<file path="config.mk">
export PLATFORM = sky130hd
export DESIGN_NAME = object_file_section_parser_unit
export DESIGN_NICKNAME = d
export VERILOG_FILES = /design/src/hdl/osp_pkg.sv /design/src/hdl/osp_in_stage.sv /design/src/hdl/osp_parse_core.sv /design/src/hdl/osp_out_stage.sv /design/src/hdl/object_file_section_parser_unit.sv
export VERILOG_INCLUDE_DIRS = /design/src /design/src/hdl
export SDC_FILE = /design/constraint.sdc
export NUM_CORES = 1
export LEC_CHECK = 0
export ABC_AREA = 1
export BUFFER_PORTS_ARGS = -buffer_cell sky130_fd_sc_hd__buf_2
export CORE_MARGIN = 2
export CORE_UTILIZATION = 35
export CTS_CLUSTER_DIAMETER = 30
export DETAILED_ROUTE_END_ITERATION = 8
export HOLD_SLACK_MARGIN = 0.12
export SKIP_LAST_GASP = 1
export SLEW_MARGIN = 15
export SYNTH_ARGS = -nofsm -noshare
export SYNTH_HDL_FRONTEND = slang
export SYNTH_HIERARCHICAL = 1
export SYNTH_SLANG_ARGS = --single-unit
</file>
<file path="constraint.sdc">
create_clock -name clock -period 3.2 [get_ports clock]
set_input_delay 0.64 -clock clock [delete_from_list [all_inputs] [get_ports clock]]
set_output_delay 0.64 -clock clock [all_outputs]
set_load 0.01 [all_outputs]
</file>
<file path="src/hdl/object_file_section_parser_unit_macros.svh">
// ============================================================================
// Object file section parser assertion macros
// Shared concurrent assertion forms used by the parser modules.
// ============================================================================
`ifndef OBJECT_FILE_SECTION_PARSER_UNIT_MACROS_SVH
`define OBJECT_FILE_SECTION_PARSER_UNIT_MACROS_SVH

// Same-cycle implication, disabled while reset is high.
`define OSP_ASSERT_NOW(label, clk, rst, ante, cons, msg) \
   label: assert property (@(posedge clk) disable iff (rst) (ante) |-> (cons)) \
      else $error(msg);

// Next-cycle implication, disabled while reset is high.
`define OSP_ASSERT_NEXT(label, clk, rst, ante, cons, msg) \
   label: assert property (@(posedge clk) disable iff (rst) (ante) |=> (cons)) \
      else $error(msg);

`endif

</file>
<file path="src/hdl/osp_pkg.sv">
// ============================================================================
// Object file section parser package
// Section codes, grammar phases, result kinds and the result record.
// ============================================================================
package osp_pkg;

   // Section header words.
   localparam logic [15:0] SEC_CODE = 16'hCADE;
   localparam logic [15:0] SEC_DATA = 16'hDADA;
   localparam logic [15:0] SEC_SYM  = 16'hC3B7;
   localparam logic [15:0] SEC_NAME = 16'hF17E;
   localparam logic [15:0] SEC_LINE = 16'h715E;

   // Bytes in a line record after its header.
   localparam logic [15:0] LINE_REC_BYTES = 16'd6;

   // Result kinds.
   localparam logic [1:0] KIND_CODE  = 2'd0;
   localparam logic [1:0] KIND_DATA  = 2'd1;
   localparam logic [1:0] KIND_ERROR = 2'd2;

   // Position in the object file grammar.
   typedef enum logic [3:0] {
      PH_HDR_H = 4'd0,
      PH_HDR_L = 4'd1,
      PH_ADR_H = 4'd2,
      PH_ADR_L = 4'd3,
      PH_CNT_H = 4'd4,
      PH_CNT_L = 4'd5,
      PH_PAY_H = 4'd6,
      PH_PAY_L = 4'd7,
      PH_SKIP  = 4'd8
   } phase_type;

   // One result as produced by the parser for the consumed byte.
   typedef struct packed {
      logic        valid;
      logic [1:0]  kind;
      logic [15:0] write_address;
      logic [15:0] write_word;
   } result_type;

endpackage

</file>
<file path="src/hdl/osp_in_stage.sv">
// ============================================================================
// Object file section parser input stage
// Registers one incoming byte and releases it when the parser advances.
// ============================================================================
module osp_in_stage (
   input  logic       clock,
   input  logic       reset,
   input  logic       req_tvalid,
   output logic       req_tready,
   input  logic [7:0] req_tdata,   // data_byte [7:0]
   input  logic       advance,
   output logic       byte_valid,
   output logic [7:0] byte_data
);

   logic       valid_ff;
   logic       valid_in;
   logic [7:0] byte_ff;
   logic       take;

   // A new beat is taken when the register is empty or drains this cycle.
   assign req_tready = !valid_ff || advance;
   assign take       = req_tvalid && req_tready;

   always_comb begin
      valid_in = valid_ff;
      if (take) begin
         valid_in = 1'b1;
      end else if (advance) begin
         valid_in = 1'b0;
      end
   end

   always_ff @(posedge clock) begin
      if (reset) begin
         valid_ff <= 1'b0;
      end else begin
         valid_ff <= valid_in;
      end
   end

   always_ff @(posedge clock) begin
      if (take) begin
         byte_ff <= req_tdata;
      end
   end

   assign byte_valid = valid_ff;
   assign byte_data  = byte_ff;

endmodule

</file>
<file path="src/hdl/osp_parse_core.sv">
// ============================================================================
// Object file section parser core
// Grammar state and the per-byte step that yields at most one result.
// ============================================================================
`include "object_file_section_parser_unit_macros.svh"

module osp_parse_core (
   input  logic                clock,
   input  logic                reset,
   input  logic                fire,
   input  logic [7:0]          data_byte,
   output osp_pkg::result_type result
);
   import osp_pkg::*;

   phase_type   phase_ff,  phase_in;
   logic [7:0]  hold_ff,   hold_in;
   logic [15:0] section_ff, section_in;
   logic [15:0] addr_ff,   addr_in;
   logic [15:0] count_ff,  count_in;
   logic        error_ff,  error_in;
   logic [15:0] word;
   logic        is_load;

   assign word    = {hold_ff, data_byte};
   assign is_load = (section_ff == SEC_CODE) || (section_ff == SEC_DATA);

   // One grammar step for the byte in the input register.
   always_comb begin
      phase_in             = phase_ff;
      hold_in              = hold_ff;
      section_in           = section_ff;
      addr_in              = addr_ff;
      count_in             = count_ff;
      error_in             = error_ff;
      result.valid         = 1'b0;
      result.kind          = KIND_CODE;
      result.write_address = 16'd0;
      result.write_word    = 16'd0;
      if (!error_ff) begin
         case (phase_ff)
            PH_HDR_H, PH_ADR_H, PH_CNT_H, PH_PAY_H: begin
               hold_in  = data_byte;
               phase_in = phase_type'(phase_ff + 4'd1);
            end
            PH_HDR_L: begin
               section_in = word;
               if (word == SEC_CODE || word == SEC_DATA || word == SEC_SYM) begin
                  phase_in = PH_ADR_H;
               end else if (word == SEC_NAME) begin
                  phase_in = PH_CNT_H;
               end else if (word == SEC_LINE) begin
                  count_in = LINE_REC_BYTES;
                  phase_in = PH_SKIP;
               end else begin
                  error_in     = 1'b1;
                  phase_in     = PH_HDR_H;
                  result.valid = 1'b1;
                  result.kind  = KIND_ERROR;
               end
            end
            PH_ADR_L: begin
               addr_in  = word;
               phase_in = PH_CNT_H;
            end
            PH_CNT_L: begin
               count_in = word;
               if (word == 16'd0) begin
                  phase_in = PH_HDR_H;
               end else if (is_load) begin
                  phase_in = PH_PAY_H;
               end else begin
                  phase_in = PH_SKIP;
               end
            end
            PH_PAY_L: begin
               result.valid         = 1'b1;
               result.kind          = (section_ff == SEC_CODE) ? KIND_CODE : KIND_DATA;
               result.write_address = addr_ff;
               result.write_word    = word;
               addr_in              = addr_ff + 16'd1;
               count_in             = count_ff - 16'd1;
               phase_in             = (count_ff == 16'd1) ? PH_HDR_H : PH_PAY_H;
            end
            PH_SKIP: begin
               count_in = count_ff - 16'd1;
               if (count_ff == 16'd1) begin
                  phase_in = PH_HDR_H;
               end
            end
            default: begin
               phase_in = PH_HDR_H;
            end
         endcase
      end
   end

   // State advances only when a byte is consumed.
   always_ff @(posedge clock) begin
      if (reset) begin
         phase_ff   <= PH_HDR_H;
         hold_ff    <= 8'd0;
         section_ff <= 16'd0;
         addr_ff    <= 16'd0;
         count_ff   <= 16'd0;
         error_ff   <= 1'b0;
      end else if (fire) begin
         phase_ff   <= phase_in;
         hold_ff    <= hold_in;
         section_ff <= section_in;
         addr_ff    <= addr_in;
         count_ff   <= count_in;
         error_ff   <= error_in;
      end
   end

   // Once an error is latched it stays until reset.
   `OSP_ASSERT_NEXT(a_error_sticky, clock, reset, error_ff, error_ff, "error flag cleared")
   // A latched error silences every later byte.
   `OSP_ASSERT_NOW(a_silent_after_error, clock, reset, error_ff, !result.valid, "result after error")
   // Word writes come only from the low byte of a payload word.
   `OSP_ASSERT_NOW(a_write_phase, clock, reset, result.valid && result.kind != KIND_ERROR,
      phase_ff == PH_PAY_L, "word write outside payload")
   // An error comes only from a header word.
   `OSP_ASSERT_NOW(a_error_phase, clock, reset, result.valid && result.kind == KIND_ERROR,
      phase_ff == PH_HDR_L && result.write_word == 16'd0, "error outside header")

endmodule

</file>
<file path="src/hdl/osp_out_stage.sv">
// ============================================================================
// Object file section parser output stage
// Result register that holds a beat until the downstream side takes it.
// ============================================================================
module osp_out_stage (
   input  logic                clock,
   input  logic                reset,
   input  logic                load,
   input  osp_pkg::result_type result,
   output logic                slot_free,
   output logic                rsp_tvalid,
   input  logic                rsp_tready,
   output logic [31:0]         rsp_tdata,  // write_address [15:0], write_word [31:16]
   output logic [1:0]          rsp_tuser   // kind [1:0]
);
   import osp_pkg::*;

   logic        valid_ff;
   logic        valid_in;
   logic [1:0]  kind_ff;
   logic [15:0] addr_ff;
   logic [15:0] word_ff;

   // The register can take a result when empty or emptying this cycle.
   assign slot_free = !valid_ff || rsp_tready;

   always_comb begin
      valid_in = valid_ff;
      if (load) begin
         valid_in = 1'b1;
      end else if (rsp_tready) begin
         valid_in = 1'b0;
      end
   end

   always_ff @(posedge clock) begin
      if (reset) begin
         valid_ff <= 1'b0;
      end else begin
         valid_ff <= valid_in;
      end
   end

   always_ff @(posedge clock) begin
      if (load) begin
         kind_ff <= result.kind;
         addr_ff <= result.write_address;
         word_ff <= result.write_word;
      end
   end

   assign rsp_tvalid = valid_ff;
   assign rsp_tdata  = {word_ff, addr_ff};
   assign rsp_tuser  = kind_ff;

endmodule

</file>
<file path="src/hdl/object_file_section_parser_unit.sv">
// ============================================================================
// Object file section parser unit
// Streams an object file in byte by byte and emits code and data word writes.
// ============================================================================
// The unit consumes one object file byte per clock with no gaps of its own:
// each byte is held in an input register while the parser takes its grammar
// step, and any word write or header error lands in a result register that
// feeds the output port. Input and output stall together only while the
// result register holds a beat the consumer has not yet taken. Code and data
// payload words come out as writes with big-endian assembly and 16-bit address
// wrap; symbol, file-name and line sections are skipped. An unknown header
// yields one error beat, after which all input is swallowed until reset.
module object_file_section_parser_unit (
   input  logic        clock,
   input  logic        reset,
   input  logic        req_tvalid,
   output logic        req_tready,
   input  logic [7:0]  req_tdata,   // data_byte [7:0]
   output logic        rsp_tvalid,
   input  logic        rsp_tready,
   output logic [31:0] rsp_tdata,   // write_address [15:0], write_word [31:16]
   output logic [1:0]  rsp_tuser    // kind [1:0]
);
   import osp_pkg::*;

   logic       byte_valid;
   logic [7:0] byte_data;
   logic       slot_free;
   logic       advance;
   result_type result;

   // A byte moves through the parser whenever the result slot can take it.
   assign advance = byte_valid && slot_free;

   osp_in_stage u_in_stage (
      .clock      (clock),
      .reset      (reset),
      .req_tvalid (req_tvalid),
      .req_tready (req_tready),
      .req_tdata  (req_tdata),
      .advance    (advance),
      .byte_valid (byte_valid),
      .byte_data  (byte_data)
   );

   osp_parse_core u_parse_core (
      .clock     (clock),
      .reset     (reset),
      .fire      (advance),
      .data_byte (byte_data),
      .result    (result)
   );

   osp_out_stage u_out_stage (
      .clock      (clock),
      .reset      (reset),
      .load       (advance && result.valid),
      .result     (result),
      .slot_free  (slot_free),
      .rsp_tvalid (rsp_tvalid),
      .rsp_tready (rsp_tready),
      .rsp_tdata  (rsp_tdata),
      .rsp_tuser  (rsp_tuser)
   );

endmodule

</file>
==> Word level (Yosys, flattened, before mapping) <==
Index checks and enable logic that the tools add are counted.
{ "totals": {"word_cells": 90, "input_bits": 12, "register_bits": 105} }
{ "op_classes": {"n_eq_ne": 20, "reduce_logical": 24, "n_mux": 29, "add_sub_neg": 3, "n_bitwise": 2} }
{ "op_table": {"columns": ["cell", "count"], "rows": [
  ["$eq 16x16->1 const B", 6],
  ["$mux 16", 3],
  ["$pmux 16 s3", 1],
  ["$mux 35", 1],
  ["$mux 32", 1],
  ["$pmux 16 s2", 1],
  ["$mux 4", 6],
  ["$pmux 4 s6", 1],
  ["$add 16x1->16 const B", 1],
  ["$eq 16x1->1 const B", 1],
  ["$eq 16x15->1 const B", 1],
  ["$eq 4x3->1 const B", 4],
  ["$logic_not 16->1", 1],
  ["$sub 16x1->16 const B", 1],
  ["$mux 3", 4],
  ["$reduce_and 3->1", 4],
  ["$mux 1", 10],
  ["$eq 4x2->1 const B", 2],
  ["$pmux 3 s2", 1],
  ["$reduce_and 6->1", 1],
  ["$reduce_bool 2->1", 3],
  ["$logic_or 1x1->1", 5],
  ["$add 4x1->4 const B", 1],
  ["$eq 4x1->1 const B", 1],
  ["10 further kinds", 17]
]} }

==> Logic depth before layout (Yosys ltp) <==
Gate-level depths: netlist of run 1.
{ "logic_depth": {"word_depth": 8, "ltp_mapped": 13, "mapped_depth_nobuf": 13} }

==> Modules after synthesis <==
Netlist of run 1, hierarchy kept.
{ "by_module_without_submodules": {"columns": ["mod", "area_each_um2", "cells_each", "n_inst"], "rows": [
  ["osp_parse_core", 3960.0, 661, 1],
  ["osp_out_stage", 1063.5, 39, 1],
  ["osp_in_stage", 287.8, 14, 1],
  ["object_file_section_parser_unit", 17.5, 4, 1]
]} }

==> Worst setup path after synthesis of run 1 <==
No wires, ideal clock.
{ "synth_path": {"path_type": "reg-to-reg", "from": "register u_in_stage.byte_ff[3] (netlist: u_in_stage/byte_data[3])", "to": "register u_out_stage.addr_ff[0] (enable)", "arrival_ps": 2192, "path_slack_ps": 609, "period_less_slack_ps": 2591, "path_stages_with_launch": 11, "path_buffers": 0, "cell_sequence": "edfxtp_1 > inv_1 > nor2_1 > nand2_1 > nor2_1 > nor3b_1 > nor2_1 > nand2_1 > o21ai_0 > inv_1 > nor2_2"} }
{ "synth_rtl": {"columns": ["element", "line_no", "text"], "rows": [
  ["start: declaration", "osp_in_stage.sv:18", "logic [7:0] byte_ff;"],
  ["start signal: assignment", "osp_in_stage.sv:44", "byte_ff <= req_tdata;"],
  ["end signal: assignment", "osp_out_stage.sv:47", "addr_ff <= result.write_address;"],
  ["end: declaration", "osp_out_stage.sv:21", "logic [15:0] addr_ff;"]
]} }

==> metrics.txt, run 1 <==
status=completed; PD cells=480 nW/um2; layout cells sized above 1=11.6%; YS warnings=6; # diodes=0; IO Count=48; row cnt=45; Fmax=0.404 GHz; Synth Area in Compound Gates=13.2%; Finished Layout Cells=955; Seq/Total Area, Yosys=47.3%; CP endpoint kind=flip-flop; IO Port Bufs=47; total track usage=17.6%; crit path DAT=2.47 ns; Final Critical Period=2.48 ns; Via density=5.00; count leader, synth=nand2_1; largest cells by area after synthesis=dfxtp_1 (24%), edfxtp_1 (24%), nand2_1 (10%); TritonRoute pass-1 iters=5; first-pass GRT wire length=22,500 um; placed instance count=939; insertion delay to the later sink of the worst-skew pair=0.35 ns; Worst Path Max Fanout=33; largest family of logic cells by synthesized area=simple AND/OR/NAND/NOR gates; worst reg2reg path depth=11; ys async rst share=0%; dominant synthesized flop cell=dfxtp_1; Post-CTS Hold Buffers=0; WL final=13,800 um; hold crit path type=in -> reg; EDFF count, synth=42; Relative slew margins=46.5%; Detailed Place HPWL=9740 um; DR WL/cell=14.4 um; DRC=0; CP Class=reg -> reg; fillers=1,569; post-synth top area cell=dfxtp_1; count of different cell masters after synthesis=40; worst vdd ir=0.273 mV; Post-Synth Simple-Gate Area=28.6%; Final setup viols=0; initial antenna violation count=0; core area=15,000 um2; Yosys reg bits=105; CTS Buffer Depth=2; Hold Vio Cnt, Final=0; xor-xnor portion of the synthesized cell area=0.657%; RSZ-0062 raised after global routing=false; wire length on met3=701 um; initial drt markers=575; Final ANT Viol Nets=0; Worst Setup Start Kind=flip-flop; grt ovf=0; Synth top cells by count=nand2_1 (146), nor2_1 (134), inv_1 (82); Worst-path clk slew=0.07 ns; Root Buffer=clkbuf_16; mux contribution to synthesized area=0%; area fraction of the dominant cell type after synthesis=23.7%; CTS tree=done; Slew Limit Fails=0; Synth Instances=718; H-tree lvl count=3; Post-Syn Area=5330 um2; Post-Synth Adder-Cell Area=1.64%; Worst EP required=3.19 ns; Num CTS Buffers=9; Highest Signal Layer=met4; number of global-route vias before repair=4,379; CTS resizes=0; die area=16,200 um2; Mean Syn Cell Area=7.42 um2; die width=127 um; clk sink count=105; largest net degree at the start of global routing=34; area grow syn2layout=13.5%; Initial Utilization=35.4%; max_cap viols=0; Leak Pwr=2.40 nW; syn_nets=737; hold slack=0.457 ns; Met2 Wirelength=6150 um; Clock Skew=0.0134 ns; chip height=127 um; setup repair bufs after CTS=0; worst-margin pin slew=0.801 ns; worst hold path depth=1; routability congestion estimate=0.882; fin nets=781; vias=4,776; total negative slack=0 ns; post-route clock period utilization=77.4%; met1 WL=6670 um
==> cell type report <==
cell class,instances,area (um2),share of cell area (%)
clock buffers,13,272,4.49
clock inverters,3,21.3,0.352
inverters,89,339,5.60
multi-input cells,501,2360,39.0
flip-flops and latches,105,2520,41.7
well taps,188,235,3.89
repair buffers,56,303,5.01
==> state kept, by name, indices dropped and copies added (netlist names) <==
name and flops:
u_parse_core/error_ff 1, u_parse_core/phase_ff 4, u_out_stage/addr_ff 16, u_out_stage/rsp_tuser 2, u_parse_core/count_ff 16, u_out_stage/word_ff 16
u_out_stage/rsp_tvalid 1, u_in_stage/byte_data 8, u_parse_core/section_ff 16, u_parse_core/addr_ff 16, u_in_stage/byte_valid 1, u_parse_core/hold_ff 8
==> worst max-delay path: stages, from the launching register on <==
cell and delay [ns]:
edfxtp_1 0.45, inv_1 0.29, nor2_1 0.07, nand2_1 0.11, nor2_1 0.07, nor3b_1 0.13, nor2_1 0.13, nand2_1 0.08
o21ai_0 0.15, inv_1 0.09, nor2_4 0.13, buf_4 0.41
==> per-stage QoR <==
| stage | total power, mW | instance area [um2] | utilization, % | worst slack (ns) |
|---|---|---|---|---|
| CTS | 2.93 | 6050 | 40.2 | 0.740 |
| global route | 3.04 | 6050 | 40.2 | 0.481 |
| global placement | 1.83 | 5760 | 38.3 | 0.443 |
| finish | 2.90 | 6050 | 40.2 | 0.724 |
| detailed placement | 1.84 | 5760 | 38.3 | 0.474 |
| floorplan | 1.73 | 5330 | - | 0.609 |
==> routing by layer <==
layer | track usage [%] | vias up
li1 | - | 2432
met1 | 25.2 | 2176
met2 | 27.8 | 153
met3 | 1.97 | 15
met4 | 5.82 | 0
met5 | 0 | -
==> layout by cell type, fill, tap and decap left out, drive strengths merged, types with 2 or more instances in the layout <==
master | netlist | layout
nor3 | 8 | 8
xor2 | 4 | 4
ha | 7 | 7
nand4 | 12 | 12
a21oi | 56 | 56
dfxtp | 63 | 63
nor4 | 2 | 2
a211oi | 3 | 3
o211ai | 5 | 5
clkbuf | 14 | 13
o21ai | 59 | 59
edfxtp | 42 | 42
inv | 89 | 90
nand2 | 150 | 150
nor3b | 2 | 2
nor2 | 137 | 137
nand3 | 45 | 45
buf | 9 | 56
o21bai | 2 | 2
==> cell families after synthesis <==
kind of cell,Yosys count
XOR/XNOR,4
AO/OA/AOI/OAI,131
AND/OR/NAND/NOR,359
flip-flops,105
buffers and inverters,112
adder cells (fa/ha/maj),7
==> worst paths after layout <==
check	start	to	slack [ns]
worst max-delay path	u_in_stage/byte_data[3]	u_out_stage/addr_ff[13]	0.72
worst min-delay path	req_tdata[5]	u_in_stage/byte_data[5]	0.46
worst max register to register	u_in_stage/byte_data[3]	u_out_stage/addr_ff[13]	0.72
worst min register to register	u_parse_core/addr_ff[15]	u_parse_core/addr_ff[15]	0.48
==> where the power goes <==
group	total, mW	switching (mW)	internal (mW)
clock	1.09	0.493	0.599
combinational	0.317	0.219	0.0982
sequential	1.49	0.0496	1.44
Note: power is estimated with default switching activity, not from simulation.
==> run 2, diff against run 1 <==
- clock period: 3.2 -> 2.2 ns (I/O delays scaled with it)
==> run 2 against run 1 <==
  * Register-to-register slack got worse by 0.55 ns
  * Fmax is 22% higher
  * Sequential share of layout area fell by 1.5 points
  * Cell count is 2.1% higher
  * Power up 51%
  * Combinational power grew 62%
  * Utilization up 1.5 points
  * Worst hold slack lost 0.20 ns
  * Via count decreased by 0.27%
  * Sequential power increased by 45%
  * Setup slack got worse by 0.55 ns
  * Routed wire length increased by 2.4%
==> metrics.txt, run 2 (synthesis results as in run 1) <==
status=completed; IO Port Bufs=47 (unchanged); Initial Utilization=35.4% (unchanged); core area=15,000 um2 (unchanged); PD cells=700 nW/um2 (+46%); Final setup viols=0 (unchanged); area grow syn2layout=17.7%; # diodes=0 (unchanged); hold slack=0.257 ns (-0.200 ns); layout cells sized above 1=14.4% (+2.8 points); initial antenna violation count=0 (unchanged); max_cap viols=0 (unchanged); total track usage=18.1% (+0.46 points); hold crit path type=in -> reg; Slew Limit Fails=0 (unchanged); vias=4,763 (-0.27%); total negative slack=0 ns (unchanged); Worst EP required=2.26 ns (-0.93 ns); CP endpoint kind=flip-flop; Num CTS Buffers=9 (unchanged); insertion delay to the later sink of the worst-skew pair=0.36 ns (about the same); Clock Skew=0.0103 ns (-0.00317 ns); CTS Buffer Depth=2 (unchanged); Detailed Place HPWL=9820 um (+0.83%); clk sink count=105 (unchanged); worst-margin pin slew=0.570 ns (-0.231 ns); Via density=4.89 (-2.3%); worst vdd ir=0.365 mV (+33%); first-pass GRT wire length=23,000 um (+1.9%); WL final=14,100 um (+2.4%); Post-CTS Hold Buffers=0 (unchanged); die area=16,200 um2 (unchanged); fillers=1,542 (-1.7%); CP max stage cell=dfxtp_1; Final Critical Period=2.03 ns (-0.451 ns); post-route clock period utilization=92.1% (+15 points); CP Class=reg -> reg; commonest non-fill, non-tap cells in the layout=nand2_1 (146), nor2_1 (134), inv_1 (80); crit path DAT=2.08 ns (-0.39 ns); largest net degree at the start of global routing=43 (+26%); TritonRoute pass-1 iters=5 (unchanged); Worst Setup Start Kind=flip-flop; critical-path cell list=inv_1 -> nand3_1 -> nor2_1 -> nor3b_1 -> nor2_1 -> nand2_1 -> o21ai_1 -> inv_1 -> nor2_4 -> buf_12; Fmax=0.494 GHz (+22%); Leak Pwr=2.52 nW (+4.9%); DR WL/cell=14.5 um (+0.32%); row cnt=45 (unchanged); routability congestion estimate=0.896 (+1.6%); RSZ-0062 raised after global routing=true; Relative slew margins=61.7% (+15 points); PnR worst setup slack=0.174 ns (-0.549 ns); most common cell after layout, fill and taps aside=nand2_1; Worst Path Max Fanout=26 (-21%); chip height=127 um (unchanged); Place WS=0.137 ns (-0.336 ns); Power Total=4.39 mW (+51%); Root Buffer=clkbuf_16; initial drt markers=440 (-23%); number of global-route vias before repair=4,515 (+3.1%); grt ovf=0 (unchanged); area of the multi-input gates=2380 um2 (+0.90%); IO Count=48 (unchanged); CP peak stage delay=0.43 ns (-0.02 ns); DRC=0 (unchanged); H-tree lvl count=3 (unchanged); Reg area=2520 um2 (unchanged); die width=127 um (unchanged); CTS tree=done; fin nets=801 (+2.6%); Final ANT Viol Nets=0 (unchanged); Hold Vio Cnt, Final=0 (unchanged); Worst-path clk slew=0.07 ns (about the same)
[run 2: cell count changes in the layout (fill, tap and decap cells not counted), moves of 2 or more]
cell	before	now
buf_12	0	2
clkbuf_1	2	0
buf_4	9	25
inv_2	5	7
inv_8	0	3
inv_1	82	80
[run 2: cell type report]
type                    count  area share [%]
clock inverters             6            1.30
flip-flops and latches    105            40.2
multi-input cells         502            37.9
clock buffers              10            3.81
repair buffers             75            7.56
well taps                 188            3.75
inverters                  89            5.41
[run 2: report_power, final]
group / internal, mW / switching (mW)
registers: 2.10 / 0.0667
logic: 0.168 / 0.346
clock network: 0.944 / 0.772
total: 3.21 / 1.18
[run 2: worst paths after layout]
| kind | start | to | slack (ns) | cells past startpoint |
|---|---|---|---|---|
| setup / recovery | u_parse_core/hold_ff[1] | u_out_stage/addr_ff[4] | 0.17 | 10 |
| hold / removal | req_tdata[4] | u_in_stage/byte_data[4] | 0.26 | 1 |
| setup reg to reg | u_parse_core/hold_ff[1] | u_out_stage/addr_ff[4] | 0.17 | 10 |
| hold reg to reg | u_parse_core/addr_ff[3] | u_parse_core/addr_ff[3] | 0.48 | 2 |
[run 2: repair_timing]
action                                  in CTS  in global routing
resized for setup                            0                  4
buffers inserted                             0                  3
endpoints found under the setup margin       0                 51
[run 2: routing by layer]
metal	global-route usage, %	vias up	share of wire (%)
li1	-	2466	-
met5	0	-	0
met2	27.7	147	44
met4	7.24	0	2.7
met1	24.0	2124	47
met3	5.19	26	6.7
[run 2: critical path, delay by kind of cell (launching register included)]
kind	cells	cell delay (ns)
AOI/OAI and AO/OA	1	0.12
buffers and inverters	3	0.42
DFF	1	0.43
and+or+nand+nor	6	0.74
[run 2: through the flow]
| step | util (%) | std cells | instance area, um2 |
|---|---|---|---|
| 2_1_floorplan | - | 718 | 5330 |
| 3_3_place_gp | 39.3 | 955 | 5900 |
| 3_5_place_dp | 39.3 | 955 | 5900 |
| 4_1_cts | 41.4 | 971 | 6220 |
| 5_1_grt | 41.7 | 975 | 6270 |
| 6_report | 41.7 | 975 | 6270 |
==> run 3, diff against run 2 <==
- ABC_AREA: 1 -> not set
- PLACE_DENSITY: not set -> 0.61
==> run 3 against run 2 <==
  * Routed wire length rose by 2.7%
  * Largest cell class is now multi-input combinational cells
  * Sequential power fell by 2%
  * Synthesized area fell by 2.2%
  * Synthesized cell count fell by 24%
  * First-iteration DRC count fell by 4.8%
  * Sequential share of layout area fell by 0.33 points
==> metrics.txt, run 3 <==
status=completed; Synth top cells by count=nand2_1 (72), dfxtp_1 (63), nor2_1 (46); area fraction of the dominant cell type after synthesis=24.2% (+0.54 points); Finished Layout Cells=814 (-17%); dominant synthesized flop cell=dfxtp_1; insertion delay to the later sink of the worst-skew pair=0.36 ns (about the same); chip height=126 um (-1.1%); end point of the critical path=u_out_stage/addr_ff[10]; fillers=1,421 (-7.8%); largest family of logic cells by synthesized area=simple AND/OR/NAND/NOR gates; worst vdd ir=0.378 mV (+3.6%); EDFF count, synth=42 (unchanged); fin nets=644 (-20%); IO Port Bufs=47 (unchanged); Fmax=0.478 GHz (-3.2%); crit path DAT=2.20 ns (+0.12 ns); ys async rst share=0% (unchanged); max_cap viols=0 (unchanged); worst hold path depth=1 (unchanged); largest net degree at the start of global routing=43 (unchanged); Synth Area in Compound Gates=17.1% (+3.9 points); Reg area=2520 um2 (unchanged); worst-margin pin slew=0.579 ns (+0.00898 ns); Critical Path Source=u_in_stage/byte_data[6]; Slew Limit Fails=0 (unchanged); Final setup viols=0 (unchanged); Leak Pwr=2.17 nW (-14%); grt ovf=0 (unchanged); Yosys reg bits=105 (unchanged); syn_nets=563 (-24%); Post-Syn Area=5210 um2 (-2.2%); # diodes=0 (unchanged); RR Endpoint=u_out_stage/addr_ff[10]; Num CTS Buffers=9 (unchanged); H-tree lvl count=3 (unchanged); area grow syn2layout=21.3%; final instance area=6320 um2 (+0.84%); commonest non-fill, non-tap cells in the layout=nand2_1 (72), dfxtp_1 (63), buf_4 (56); routability congestion estimate=0.924 (+3.0%); count of different cell masters after synthesis=78 (+95%); Root Buffer=clkbuf_16; Finished Core Util=43.5% (+1.8 points); Worst EP required=2.31 ns (+0.05 ns); clk sink count=105 (unchanged); core area=14,500 um2 (-3.3%); hold slack=0.260 ns (+0.00264 ns); Hold Vio Cnt, Final=0 (unchanged); Post-Synth Simple-Gate Area=25.0% (-3.6 points); post-synth top area cell=dfxtp_1; Reg-to-Reg Start=u_in_stage/byte_data[6]; Worst-path clk slew=0.07 ns (about the same); most common cell after layout, fill and taps aside=nand2_1; die width=126 um (-1.1%); Initial Utilization=35.8% (+0.40 points); vias=4,495 (-5.6%); Relative slew margins=61.1% (-0.66 points); reg2reg setup slack=0.11 ns (-0.07 ns); Final ANT Viol Nets=0 (unchanged); Detailed Place HPWL=10,000 um (+2.3%); Post-Synth Adder-Cell Area=1.68% (+0.037 points); WL final=14,500 um (+2.7%); area of the multi-input gates=2530 um2 (+6.4%); worst reg2reg path depth=6 (-4); Worst Setup Start Kind=flip-flop; layout cells sized above 1=24.4% (+10 points); CTS tree=done; row cnt=44 (-2.2%); Place WS=0.0224 ns (-0.115 ns); PnR worst setup slack=0.107 ns (-0.0676 ns); hold crit path type=in -> reg; count leader, synth=nand2_1; number of global-route vias before repair=4,179 (-7.4%); Synth Instances=544 (-24%); initial antenna violation count=0 (unchanged); Worst Path Max Fanout=8 (-69%); Mean Syn Cell Area=9.58 um2 (+29%); PD cells=641 nW/um2 (-8.6%); Clock Skew=0.00613 ns (-0.00414 ns); TritonRoute pass-1 iters=5 (unchanged); xor-xnor portion of the synthesized cell area=1.18% (+0.52 points); IO Count=48 (unchanged); Final Critical Period=2.09 ns (+0.0676 ns); post-route clock period utilization=95.1% (+3.1 points); total track usage=17.7% (-0.31 points); mux contribution to synthesized area=1.92% (+1.9 points); total negative slack=0 ns (unchanged); Seq/Total Area, Yosys=48.4% (+1.1 points); DRC=0 (unchanged); CP Class=reg -> reg; largest cells by area after synthesis=dfxtp_1 (24%), edfxtp_1 (24%), nand2_1 (5.2%); placed instance count=792 (-17%); initial drt markers=419 (-4.8%); CP endpoint kind=flip-flop; YS warnings=6 (unchanged); DR WL/cell=17.8 um (+23%); first-pass GRT wire length=22,300 um (-2.9%); Via density=5.52 (+13%); die area=15,900 um2 (-2.2%); CTS Buffer Depth=2 (unchanged); RSZ-0062 raised after global routing=true; Power Total=4.05 mW (-7.8%); DP Area=5900 um2 (about the same)
[run 3: cell count changes after synthesis, moves of 13 or more]
| cell | previous run | this run |
|---|---|---|
| nand3_1 | 44 | 8 |
| inv_1 | 82 | 14 |
| nand2_1 | 146 | 72 |
| o21ai_1 | 0 | 13 |
| and2_1 | 1 | 33 |
| nor2_1 | 134 | 46 |
| o21ai_0 | 59 | 9 |
[run 3: worst min-delay path by stage]
stage / start / slack [ns] / end
floorplan: u_parse_core/section_ff[0] / 0.43 / u_parse_core/section_ff[0]
global placement: u_parse_core/section_ff[0] / 0.44 / u_parse_core/section_ff[0]
detailed placement: u_parse_core/section_ff[5] / 0.45 / u_parse_core/section_ff[5]
CTS: req_tdata[3] / 0.25 / u_in_stage/byte_data[3]
global route: req_tdata[4] / 0.25 / u_in_stage/byte_data[4]
finish: req_tdata[3] / 0.26 / u_in_stage/byte_data[3]
[run 3: power breakdown]
group,switching [mW],internal (mW),total (mW)
Clock,0.708,0.882,1.59
Combinational,0.207,0.139,0.346
Sequential,0.0450,2.07,2.11
Total,0.960,3.09,4.05
[run 3: area by class of cell]
cell class	instances	share of cell area (%)
clock inverters	5	0.871
flip-flops and latches	105	39.9
well taps	184	3.64
repair buffers	105	11.0
inverters	15	0.891
clock buffers	11	3.68
multi-input cells	389	40.0
[run 3: what timing repair did]
item | in CTS | in global routing
resized for setup | 0 | 10
endpoints found under the setup margin | 0 | 48
hold buffers | 0 | 0
endpoints found under the hold margin | 0 | 0
setup buffers | 0 | 3
[run 3: worst max-delay path: stages (launching register included)]
cell	delay, ns
edfxtp_1	0.38
or4_1	0.55
nor4_1	0.29
a22oi_1	0.15
nand3_2	0.14
a21oi_4	0.09
and3_4	0.24
[run 3: cell families (layout without fill, tap and decap cells)]
| logic type | after synthesis | in the layout |
|---|---|---|
| AND/OR/NAND/NOR | 237 | 240 |
| AO/OA/AOI/OAI | 125 | 125 |
| flip-flops | 105 | 105 |
| buffers and inverters | 53 | 136 |
| multiplexers | 10 | 10 |
| adder cells (fa/ha/maj) | 7 | 7 |
| XOR/XNOR | 7 | 7 |
[run 3: per-layer routing]
layer | vias up | GRT usage, % | share of wire, %
li1 | 2140 | - | -
met1 | 2154 | 23.7 | 45
met2 | 177 | 28.4 | 47
met3 | 24 | 4.72 | 6.5
met4 | 0 | 5.17 | 1.8
met5 | - | 0 | 0
